===== config.mk =====
export PLATFORM = sky130hd
export DESIGN_NAME = tlv_message_validator_core_flat
export DESIGN_NICKNAME = d
export VERILOG_FILES = /design/src/rtl/core/tlvmv_pkg.sv /design/src/rtl/core/tlvmv_req_if.sv /design/src/rtl/core/tlvmv_rsp_if.sv /design/src/rtl/core/tlvmv_in_stage.sv /design/src/rtl/core/tlvmv_parser.sv /design/src/rtl/core/tlvmv_out_stage.sv /design/src/rtl/core/tlv_message_validator_core.sv /design/src/flat_wrapper.sv
export SDC_FILE = /design/constraint.sdc
export NUM_CORES = 1
export LEC_CHECK = 0
export ABC_CLOCK_PERIOD_IN_PS = 8200
export BUFFER_PORTS_ARGS = -buffer_cell sky130_fd_sc_hd__buf_2
export CAP_MARGIN = 40
export CORE_MARGIN = 3
export CORE_UTILIZATION = 40
export CTS_BUF_LIST = sky130_fd_sc_hd__clkbuf_8 sky130_fd_sc_hd__clkbuf_16
export DETAILED_ROUTE_END_ITERATION = 16
export GPL_TIMING_DRIVEN = 1
export HOLD_SLACK_MARGIN = 0.1
export PLACE_DENSITY = 0.68
export SLEW_MARGIN = 20
export SYNTH_ARGS = -nofsm -noshare
export SYNTH_HDL_FRONTEND = slang
export SYNTH_SLANG_ARGS = --single-unit

===== constraint.sdc =====
create_clock -name clock -period 8.2 [get_ports clock]
set_input_delay 1.64 -clock clock [delete_from_list [all_inputs] [get_ports clock]]
set_output_delay 1.64 -clock clock [all_outputs]
set_load 0.03 [all_outputs]

===== src/rtl/core/tlvmv_pkg.sv =====
package tlvmv_pkg;

   localparam int POSITION_BITS = 32;
   localparam int POS_CMP_BITS  = (POSITION_BITS > 32) ? POSITION_BITS : 32;
   localparam int HEADER_BYTES  = 8;
   localparam int TLV_HEAD_BYTES = 4;

   typedef enum logic [1:0] {
      PH_HEADER    = 2'd0,
      PH_TLV_HEAD  = 2'd1,
      PH_TLV_VALUE = 2'd2,
      PH_PAYLOAD   = 2'd3
   } phase_type;

   typedef enum logic [2:0] {
      ST_VALID        = 3'd0,
      ST_SHORT_HEADER = 3'd1,
      ST_TLV_HEAD_CUT = 3'd2,
      ST_TLV_VALUE_CUT = 3'd3,
      ST_PAYLOAD_CUT  = 3'd4,
      ST_NONE         = 3'd5
   } status_type;

   typedef struct packed {
      logic [7:0] byte_value;
      logic       last_byte;
   } item_type;

   typedef struct packed {
      logic [2:0]  status;
      logic [15:0] msg_type;
      logic [15:0] tlv_count;
      logic [31:0] payload_length;
      logic [31:0] payload_offset;
      logic        found;
      logic [31:0] found_offset;
      logic [15:0] found_length;
   } result_type;

   function automatic status_type phase_status(phase_type ph);
      status_type s;
      unique case (ph)
         PH_HEADER:    s = ST_SHORT_HEADER;
         PH_TLV_HEAD:  s = ST_TLV_HEAD_CUT;
         PH_TLV_VALUE: s = ST_TLV_VALUE_CUT;
         PH_PAYLOAD:   s = ST_PAYLOAD_CUT;
         default:      s = ST_SHORT_HEADER;
      endcase
      return s;
   endfunction

   function automatic logic [31:0] pos_to_word(logic [POSITION_BITS-1:0] p);
      logic [POSITION_BITS+31:0] wide;
      wide = {32'b0, p};
      return wide[31:0];
   endfunction

endpackage


===== src/rtl/core/tlvmv_req_if.sv =====
interface tlvmv_req_if;
   logic       valid;
   logic       ready;
   logic [7:0] byte_value;
   logic       last_byte;

   modport source (output valid, output byte_value, output last_byte, input ready);
   modport sink (input valid, input byte_value, input last_byte, output ready);
endinterface


===== src/rtl/core/tlvmv_rsp_if.sv =====
interface tlvmv_rsp_if;
   logic        valid;
   logic        ready;
   logic [2:0]  status;
   logic [15:0] msg_type;
   logic [15:0] tlv_count;
   logic [31:0] payload_length;
   logic [31:0] payload_offset;
   logic        found;
   logic [31:0] found_offset;
   logic [15:0] found_length;

   modport source (output valid, output status, output msg_type, output tlv_count,
                   output payload_length, output payload_offset, output found,
                   output found_offset, output found_length, input ready);
   modport sink (input valid, input status, input msg_type, input tlv_count,
                 input payload_length, input payload_offset, input found,
                 input found_offset, input found_length, output ready);
endinterface


===== src/rtl/core/tlvmv_in_stage.sv =====
module tlvmv_in_stage (
   input  logic                clock,
   input  logic                reset,
   tlvmv_req_if.sink           req_chan,
   output logic                item_valid,
   output tlvmv_pkg::item_type item,
   input  logic                item_take
);

   logic                valid_ff;
   tlvmv_pkg::item_type item_ff;

   assign req_chan.ready = !valid_ff || item_take;
   assign item_valid     = valid_ff;
   assign item           = item_ff;

   always_ff @(posedge clock) begin
      if (reset) begin
         valid_ff <= 1'b0;
      end else if (req_chan.valid && req_chan.ready) begin
         valid_ff <= 1'b1;
      end else if (item_take) begin
         valid_ff <= 1'b0;
      end
   end

   always_ff @(posedge clock) begin
      if (req_chan.valid && req_chan.ready) begin
         item_ff.byte_value <= req_chan.byte_value;
         item_ff.last_byte  <= req_chan.last_byte;
      end
   end

endmodule


===== src/rtl/core/tlvmv_parser.sv =====
module tlvmv_parser (
   input  logic                  clock,
   input  logic                  reset,
   input  logic                  csr_write_enable,
   input  logic [15:0]           csr_write_data,
   input  logic                  item_valid,
   input  tlvmv_pkg::item_type   item,
   input  logic                  out_space,
   output logic                  item_take,
   output logic                  result_valid,
   output tlvmv_pkg::result_type result
);

   localparam int PB = tlvmv_pkg::POSITION_BITS;
   localparam int CB = tlvmv_pkg::POS_CMP_BITS;

   logic [15:0]          wanted_type_ff;
   logic [PB-1:0]        position_ff, position_in;
   tlvmv_pkg::phase_type phase_ff, phase_in;
   logic [63:0]          header_shift_ff, header_shift_in;
   logic [15:0]          tlvs_seen_ff, tlvs_seen_in;
   logic [31:0]          tlv_head_shift_ff, tlv_head_shift_in;
   logic [1:0]           head_bytes_ff, head_bytes_in;
   logic [15:0]          value_left_ff, value_left_in;
   logic [PB-1:0]        payload_start_ff, payload_start_in;
   logic                 match_seen_ff, match_seen_in;
   logic [PB-1:0]        match_offset_ff, match_offset_in;
   logic [15:0]          match_length_ff, match_length_in;
   logic [2:0]           error_code_ff, error_code_in;

   assign item_take    = item_valid && (!item.last_byte || out_space);
   assign result_valid = item_take && item.last_byte;

   always_comb begin
      logic [15:0] seen_inc;
      logic [15:0] head_len;
      logic        finish;
      position_in       = position_ff;
      phase_in          = phase_ff;
      header_shift_in   = header_shift_ff;
      tlvs_seen_in      = tlvs_seen_ff;
      tlv_head_shift_in = tlv_head_shift_ff;
      head_bytes_in     = head_bytes_ff;
      value_left_in     = value_left_ff;
      payload_start_in  = payload_start_ff;
      match_seen_in     = match_seen_ff;
      match_offset_in   = match_offset_ff;
      match_length_in   = match_length_ff;
      error_code_in     = error_code_ff;
      seen_inc          = tlvs_seen_ff + 16'd1;
      head_len          = {tlv_head_shift_ff[7:0], item.byte_value};
      finish            = 1'b0;
      if (error_code_ff == 3'(tlvmv_pkg::ST_VALID)) begin
         if (&position_ff) begin
            error_code_in = tlvmv_pkg::phase_status(phase_ff);
         end else begin
            position_in = position_ff + PB'(1);
            unique case (phase_ff)
               tlvmv_pkg::PH_HEADER: begin
                  header_shift_in = {header_shift_ff[55:0], item.byte_value};
                  if (position_in == PB'(tlvmv_pkg::HEADER_BYTES)) begin
                     payload_start_in = position_in;
                     phase_in = (header_shift_in[47:32] == 16'd0) ?
                                tlvmv_pkg::PH_PAYLOAD : tlvmv_pkg::PH_TLV_HEAD;
                  end
               end
               tlvmv_pkg::PH_TLV_HEAD: begin
                  tlv_head_shift_in = {tlv_head_shift_ff[23:0], item.byte_value};
                  head_bytes_in     = head_bytes_ff + 2'd1;
                  if (head_bytes_ff == 2'(tlvmv_pkg::TLV_HEAD_BYTES - 1)) begin
                     if (!match_seen_ff && tlv_head_shift_ff[23:8] == wanted_type_ff) begin
                        match_seen_in   = 1'b1;
                        match_offset_in = position_in;
                        match_length_in = head_len;
                     end
                     if (head_len == 16'd0) begin
                        finish = 1'b1;
                     end else begin
                        value_left_in = head_len;
                        phase_in      = tlvmv_pkg::PH_TLV_VALUE;
                     end
                  end
               end
               tlvmv_pkg::PH_TLV_VALUE: begin
                  value_left_in = value_left_ff - 16'd1;
                  finish        = (value_left_in == 16'd0);
               end
               tlvmv_pkg::PH_PAYLOAD: begin
               end
               default: begin
               end
            endcase
            if (finish) begin
               tlvs_seen_in = seen_inc;
               if (seen_inc == header_shift_ff[47:32]) begin
                  phase_in         = tlvmv_pkg::PH_PAYLOAD;
                  payload_start_in = position_in;
               end else begin
                  phase_in = tlvmv_pkg::PH_TLV_HEAD;
               end
            end
         end
      end
   end

   always_comb begin
      logic [CB-1:0] span;
      logic [2:0]    st;
      logic          ok;
      span = CB'(position_in) - CB'(payload_start_in);
      if (error_code_in != 3'(tlvmv_pkg::ST_VALID)) begin
         st = error_code_in;
      end else if (phase_in == tlvmv_pkg::PH_PAYLOAD) begin
         st = (span >= CB'(header_shift_in[31:0])) ? 3'(tlvmv_pkg::ST_VALID) :
              3'(tlvmv_pkg::ST_PAYLOAD_CUT);
      end else begin
         st = tlvmv_pkg::phase_status(phase_in);
      end
      ok = (st == 3'(tlvmv_pkg::ST_VALID));
      result.status = st;
      if (phase_in != tlvmv_pkg::PH_HEADER) begin
         result.msg_type       = header_shift_in[63:48];
         result.tlv_count      = header_shift_in[47:32];
         result.payload_length = header_shift_in[31:0];
      end else begin
         result.msg_type       = 16'd0;
         result.tlv_count      = 16'd0;
         result.payload_length = 32'd0;
      end
      result.payload_offset = ok ? tlvmv_pkg::pos_to_word(payload_start_in) : 32'd0;
      result.found          = ok && match_seen_in;
      result.found_offset   = (ok && match_seen_in) ?
                              tlvmv_pkg::pos_to_word(match_offset_in) : 32'd0;
      result.found_length   = (ok && match_seen_in) ? match_length_in : 16'd0;
   end

   always_ff @(posedge clock) begin
      if (reset) begin
         wanted_type_ff <= 16'd0;
      end else if (csr_write_enable) begin
         wanted_type_ff <= csr_write_data;
      end
   end

   always_ff @(posedge clock) begin
      if (reset || result_valid) begin
         position_ff       <= '0;
         phase_ff          <= tlvmv_pkg::PH_HEADER;
         header_shift_ff   <= 64'd0;
         tlvs_seen_ff      <= 16'd0;
         tlv_head_shift_ff <= 32'd0;
         head_bytes_ff     <= 2'd0;
         value_left_ff     <= 16'd0;
         payload_start_ff  <= '0;
         match_seen_ff     <= 1'b0;
         match_offset_ff   <= '0;
         match_length_ff   <= 16'd0;
         error_code_ff     <= 3'd0;
      end else if (item_take) begin
         position_ff       <= position_in;
         phase_ff          <= phase_in;
         header_shift_ff   <= header_shift_in;
         tlvs_seen_ff      <= tlvs_seen_in;
         tlv_head_shift_ff <= tlv_head_shift_in;
         head_bytes_ff     <= head_bytes_in;
         value_left_ff     <= value_left_in;
         payload_start_ff  <= payload_start_in;
         match_seen_ff     <= match_seen_in;
         match_offset_ff   <= match_offset_in;
         match_length_ff   <= match_length_in;
         error_code_ff     <= error_code_in;
      end
   end

endmodule


===== src/rtl/core/tlvmv_out_stage.sv =====
module tlvmv_out_stage (
   input  logic                  clock,
   input  logic                  reset,
   input  logic                  result_valid,
   input  tlvmv_pkg::result_type result,
   output logic                  out_space,
   tlvmv_rsp_if.source           rsp_chan
);

   logic                  valid_ff;
   tlvmv_pkg::result_type result_ff;

   assign out_space = !valid_ff || rsp_chan.ready;

   assign rsp_chan.valid          = valid_ff;
   assign rsp_chan.status         = result_ff.status;
   assign rsp_chan.msg_type       = result_ff.msg_type;
   assign rsp_chan.tlv_count      = result_ff.tlv_count;
   assign rsp_chan.payload_length = result_ff.payload_length;
   assign rsp_chan.payload_offset = result_ff.payload_offset;
   assign rsp_chan.found          = result_ff.found;
   assign rsp_chan.found_offset   = result_ff.found_offset;
   assign rsp_chan.found_length   = result_ff.found_length;

   always_ff @(posedge clock) begin
      if (reset) begin
         valid_ff <= 1'b0;
      end else if (result_valid) begin
         valid_ff <= 1'b1;
      end else if (rsp_chan.ready) begin
         valid_ff <= 1'b0;
      end
   end

   always_ff @(posedge clock) begin
      if (result_valid) begin
         result_ff <= result;
      end
   end

endmodule


===== src/rtl/core/tlv_message_validator_core.sv =====
// Channel    Dir  Transfer              Payload
// req_chan   in   valid && ready        byte_value[7:0], last_byte
// rsp_chan   out  valid && ready        status, msg_type, tlv_count, payload_length,
//                                       payload_offset, found, found_offset, found_length
// csr        in   csr_write_enable      csr_write_data[15:0] = wanted_type
//
// One byte per cycle sustained while the output has space; a byte is held in the input
// register; on the last byte its result is registered into the output register when taken.
// The per-byte counter and header updates are one pass of logic between the two registers.
// Synchronous active-high reset clears all control state and the wanted type.
// A stalled response holds only a last byte; other bytes keep flowing.
module tlv_message_validator_core (
   input  logic        clock,
   input  logic        reset,
   input  logic        csr_write_enable,
   input  logic [15:0] csr_write_data,
   tlvmv_req_if.sink   req_chan,
   tlvmv_rsp_if.source rsp_chan
);

   logic                  item_valid;
   tlvmv_pkg::item_type   item;
   logic                  item_take;
   logic                  out_space;
   logic                  result_valid;
   tlvmv_pkg::result_type result;

   tlvmv_in_stage u_in_stage (
      .clock      (clock),
      .reset      (reset),
      .req_chan   (req_chan),
      .item_valid (item_valid),
      .item       (item),
      .item_take  (item_take)
   );

   tlvmv_parser u_parser (
      .clock            (clock),
      .reset            (reset),
      .csr_write_enable (csr_write_enable),
      .csr_write_data   (csr_write_data),
      .item_valid       (item_valid),
      .item             (item),
      .out_space        (out_space),
      .item_take        (item_take),
      .result_valid     (result_valid),
      .result           (result)
   );

   tlvmv_out_stage u_out_stage (
      .clock        (clock),
      .reset        (reset),
      .result_valid (result_valid),
      .result       (result),
      .out_space    (out_space),
      .rsp_chan     (rsp_chan)
   );

endmodule


===== src/flat_wrapper.sv =====
// flat-port wrapper written by rule: the top's interface ports become plain ports
module tlv_message_validator_core_flat 
  (clock, reset, csr_write_enable, csr_write_data, req_chan_valid, req_chan_byte_value, req_chan_last_byte, req_chan_ready, rsp_chan_valid, rsp_chan_status, rsp_chan_msg_type, rsp_chan_tlv_count, rsp_chan_payload_length, rsp_chan_payload_offset, rsp_chan_found, rsp_chan_found_offset, rsp_chan_found_length, rsp_chan_ready);
  tlvmv_req_if req_chan_i ();
  tlvmv_rsp_if rsp_chan_i ();
  input  logic clock;
  input  logic reset;
  input  logic csr_write_enable;
  input  logic [15:0] csr_write_data;
  input wire logic [$bits(req_chan_i.valid)-1:0] req_chan_valid;
  input wire logic [$bits(req_chan_i.byte_value)-1:0] req_chan_byte_value;
  input wire logic [$bits(req_chan_i.last_byte)-1:0] req_chan_last_byte;
  output wire logic [$bits(req_chan_i.ready)-1:0] req_chan_ready;
  output wire logic [$bits(rsp_chan_i.valid)-1:0] rsp_chan_valid;
  output wire logic [$bits(rsp_chan_i.status)-1:0] rsp_chan_status;
  output wire logic [$bits(rsp_chan_i.msg_type)-1:0] rsp_chan_msg_type;
  output wire logic [$bits(rsp_chan_i.tlv_count)-1:0] rsp_chan_tlv_count;
  output wire logic [$bits(rsp_chan_i.payload_length)-1:0] rsp_chan_payload_length;
  output wire logic [$bits(rsp_chan_i.payload_offset)-1:0] rsp_chan_payload_offset;
  output wire logic [$bits(rsp_chan_i.found)-1:0] rsp_chan_found;
  output wire logic [$bits(rsp_chan_i.found_offset)-1:0] rsp_chan_found_offset;
  output wire logic [$bits(rsp_chan_i.found_length)-1:0] rsp_chan_found_length;
  input wire logic [$bits(rsp_chan_i.ready)-1:0] rsp_chan_ready;
  assign req_chan_i.valid = req_chan_valid;
  assign req_chan_i.byte_value = req_chan_byte_value;
  assign req_chan_i.last_byte = req_chan_last_byte;
  assign req_chan_ready = req_chan_i.ready;
  assign rsp_chan_valid = rsp_chan_i.valid;
  assign rsp_chan_status = rsp_chan_i.status;
  assign rsp_chan_msg_type = rsp_chan_i.msg_type;
  assign rsp_chan_tlv_count = rsp_chan_i.tlv_count;
  assign rsp_chan_payload_length = rsp_chan_i.payload_length;
  assign rsp_chan_payload_offset = rsp_chan_i.payload_offset;
  assign rsp_chan_found = rsp_chan_i.found;
  assign rsp_chan_found_offset = rsp_chan_i.found_offset;
  assign rsp_chan_found_length = rsp_chan_i.found_length;
  assign rsp_chan_i.ready = rsp_chan_ready;
  tlv_message_validator_core u_core (.clock(clock), .reset(reset), .csr_write_enable(csr_write_enable), .csr_write_data(csr_write_data), .req_chan(req_chan_i), .rsp_chan(rsp_chan_i));
endmodule

==> summary.txt <==
Outcome
  • Status: finished clean

Worst setup path
  • R2r setup slk: 0.38 ns
  • Crit path DAT: 8.25 ns
  • Critical path capture point type: flop
  • Kind of critical path: flop to flop
  • Beginning of the critical path: u_core.u_parser.position_ff[0]
  • Max incr delay on CP: 0.53 ns
  • Most frequent CP cell: ha_1
  • R2r startpoint: u_core.u_parser.position_ff[0]
  • CP startpoint kind: flop
  • Crit-path slowest cell: or4_4
  • Critical path fanouts, max: 25
  • Worst Path Required: 8.63 ns

Drt
  • Antenna Violating Nets Remaining: 0
  • Vias per inst: 5.50
  • Drt drc: 0
  • Avg WL per Cell: 19.4 um
  • Routed WL: 62,300 um
  • Total number of vias: 17,700
  • Initial DRC Count: 1,559
  • Drt first pass iters: 5

Clocking
  • Clock root cell: clkbuf_16
  • Clock Latency Late Sink: 0.58 ns
  • Clock transition at path regs: 0.06 ns
  • CTS Buf Count: 45
  • TritonCTS Sinks: 415
  • Max clock buf depth: 3
  • CTS HTree Levels: 2
  • CTS tree: yes

Timing
  • Post-route setup slack: 0.375 ns
  • Fin. max-slew vios: 0
  • Relative slew slack: 45.6%
  • Post-Route Setup TNS: 0 ns
  • Fmax: 0.128 GHz
  • Fin. Hold Viols: 0
  • Final period utilization: 95.4%
  • Least-Margin Pin Slew: 0.815 ns
  • Final setup viols: 0
  • Worst Clk Skew: 0.0153 ns
  • Post-layout min period: 7.82 ns

Place
  • Detailed placement HPWL: 43,600 um
  • Gpl congestion: 0.925
  • Placed Area: 23,000 um2
  • Port Buffer Count: 179
  • Place WS: -0.0317 ns

Cells and area
  • Fillers: 4,809
  • Area grow syn2layout: 17.5%
  • Final #Nets: 2,601
  • Layout cells sized above 1: 15.5%
  • Post-route cell area: 24,900 um2
  • Diodes inserted: 0

Die
  • # rows: 83
  • IO Pins: 180
  • Core Area: 51,900 um2
  • Die X: 236 um
  • Die Area: 55,900 um2
  • Initial core utilization: 40.9%
  • Die height: 236 um

Pwr
  • Peak supply drop: 0.131 mV
  • Power Density: 184 nW/um2
  • Leakage Power: 0.0101 uW

Logic synthesis
  • Mapped Cells: 2,337
  • Top cells by area, synth: dfxtp_1 (24%), edfxtp_1 (22%), mux2i_1 (7.6%), nand2_1 (7.1%), nor2_1 (5.5%)
  • Syn. warnings: 0
  • Syn nets: 2,443
  • Synth async-reset ratio: 0%
  • Post-synth EDFFs: 157
  • Synthesized area: 21,200 um2
  • Synth top area share: 24.3%
  • Yosys cell types: 72
  • Seq/Total Area, Yosys: 46.5%
  • Top_reg_cell synth: dfxtp_1
  • Synth area leader: dfxtp_1
  • Syn_area_per_cell: 9.09 um2
  • Post-synthesis register bit count: 415

Min path
  • HP Start: u_core.u_parser.match_length_ff[9]
  • Worst hold path type: flop to flop

Global routing
  • Initial antenna violation count: 1
  • First-pass GRT wire length: 95,900 um
  • Largest net degree at the start of global routing: 241
  • Vias in the first global route: 17,000
  • Aggregate global routing overflow: 0
  • GRT Total Usage: 21.2%

Job
  • Max-cap viol count: 0
==> where the power goes <==
part           switching (uW)  internal (uW)
Sequential               27.3           2160
Combinational             161           82.9
Clock                     865           1310
==> synthesized netlist by cell type, types with 5 or more instances <==
| cell | count |
|---|---|
| a211oi_1 | 44 |
| a21o_1 | 27 |
| a21oi_1 | 198 |
| a22oi_1 | 5 |
| a31oi_1 | 9 |
| and2_1 | 6 |
| and3_1 | 16 |
| and4_1 | 11 |
| buf_1 | 14 |
| buf_2 | 20 |
| buf_6 | 5 |
| clkbuf_1 | 117 |
| dfxtp_1 | 258 |
| edfxtp_1 | 157 |
| ha_1 | 75 |
| inv_1 | 28 |
| mux2i_1 | 162 |
| nand2_1 | 399 |
| nand2b_1 | 10 |
| nand3_1 | 42 |
| nand4_1 | 30 |
| nor2_1 | 310 |
| nor2b_1 | 8 |
| nor3_1 | 31 |
| nor4_1 | 21 |
| o211ai_1 | 7 |
| o21a_1 | 8 |
| o21ai_0 | 49 |
| o21bai_1 | 5 |
| o31ai_1 | 7 |
| or2_2 | 5 |
| or3_1 | 12 |
| or4_1 | 7 |
| xnor2_1 | 93 |
| xor2_1 | 75 |
==> final timing paths <==
kind	to	depth (start not counted)
worst min-delay path	u_core.u_parser.match_length_ff[9]	2
worst max-delay path	u_core.u_out_stage.rsp_chan.found_length[2]	29
worst max register to register	u_core.u_out_stage.rsp_chan.found_length[2]	29
worst min register to register	u_core.u_parser.match_length_ff[9]	2
==> stage by stage <==
step           std cells  utilization [%]  total power [uW]  hold WS (ns)
6_report            3211             48.0              4600         0.448
3_3_place_gp        3113             44.2              2460         0.437
3_5_place_dp        3117             44.3              2470         0.442
5_1_grt             3211             48.0              4750         0.464
2_1_floorplan       2337                -              2390         0.431
4_1_cts             3200             47.4              4640         0.450
==> critical path: cells and delay by family, from the launching register on <==
kind                     cells  cell delay, ns
flip-flops                   1            0.34
XOR/XNOR                     2            0.22
adder cells (fa/ha/maj)      3            0.89
buffers and inverters        2            0.50
AND/OR/NAND/NOR             10            2.80
multiplexers                 1            0.35
AO/OA/AOI/OAI               11            2.51
==> flip-flops by register name, indices dropped and copies added, names as in the netlist, 2 cells and up <==
name,flops
u_core.u_parser.header_shift_ff,64
u_core.u_out_stage.rsp_chan.found_offset,32
u_core.u_out_stage.rsp_chan.payload_length,32
u_core.u_out_stage.rsp_chan.payload_offset,32
u_core.u_parser.match_offset_ff,32
u_core.u_parser.payload_start_ff,32
u_core.u_parser.position_ff,32
u_core.u_parser.tlv_head_shift_ff,24
u_core.u_out_stage.rsp_chan.found_length,16
u_core.u_out_stage.rsp_chan.msg_type,16
u_core.u_out_stage.rsp_chan.tlv_count,16
u_core.u_parser.match_length_ff,16
u_core.u_parser.tlvs_seen_ff,16
u_core.u_parser.value_left_ff,16
u_core.u_parser.wanted_type_ff,16
u_core.u_in_stage.item,9
u_core.u_out_stage.rsp_chan.status,3
u_core.u_parser.error_code_ff,3
u_core.u_parser.head_bytes_ff,2
u_core.u_parser.phase_ff,2
==> cells by family (layout without fill, tap and decap cells) <==
logic type,after synthesis,after routing,synth area share [%]
AND/OR/NAND/NOR,931,931,19.3
adder cells (fa/ha/maj),76,76,4.51
XOR/XNOR,168,168,6.93
buffers and inverters,185,379,3.56
flip-flops,415,415,46.5
multiplexers,163,163,7.69
AO/OA/AOI/OAI,399,399,11.5
==> cell usage in the layout (no fill, tap or decap), drive strengths merged, types with 33 or more instances in the layout <==
cell,synthesis,final
ha,75,75
mux2i,162,162
a211oi,44,44
xnor2,93,93
inv,29,40
clkbuf,117,54
nand3,43,43
xor2,75,75
dfxtp,258,258
nor2,310,310
o21ai,49,49
a21oi,198,198
buf,39,264
nand4,33,33
edfxtp,157,157
nand2,400,400
==> layer usage <==
metal	vias up	track usage, %	wire (um)
li1	8494	-	-
met1	8512	29.6	28200
met2	574	33.7	28500
met3	94	3.53	3830
met4	0	6.89	1800
met5	-	0	0
==> timing repair <==
item | in CTS | in global routing
pin swaps | 0 | 7
setup buffers | 0 | 2
cloned | 0 | 2
gates resized for setup | 1 | 22
setup endpoints to repair | 64 | 82
hold buffers | 0 | 0
==> final cells by class <==
| class | count | area, um2 | share of cell area [%] |
|---|---|---|---|
| Inverter | 29 | 109 | 0.436 |
| Clock buffer | 51 | 1230 | 4.94 |
| Clock inverter | 32 | 359 | 1.44 |
| Multi-Input combinational cell | 1737 | 10700 | 43.1 |
| Sequential cell | 415 | 9880 | 39.6 |
| Timing Repair Buffer | 267 | 1770 | 7.08 |
| Tap cell | 680 | 851 | 3.41 |
Power figures use the tool's default switching activity.
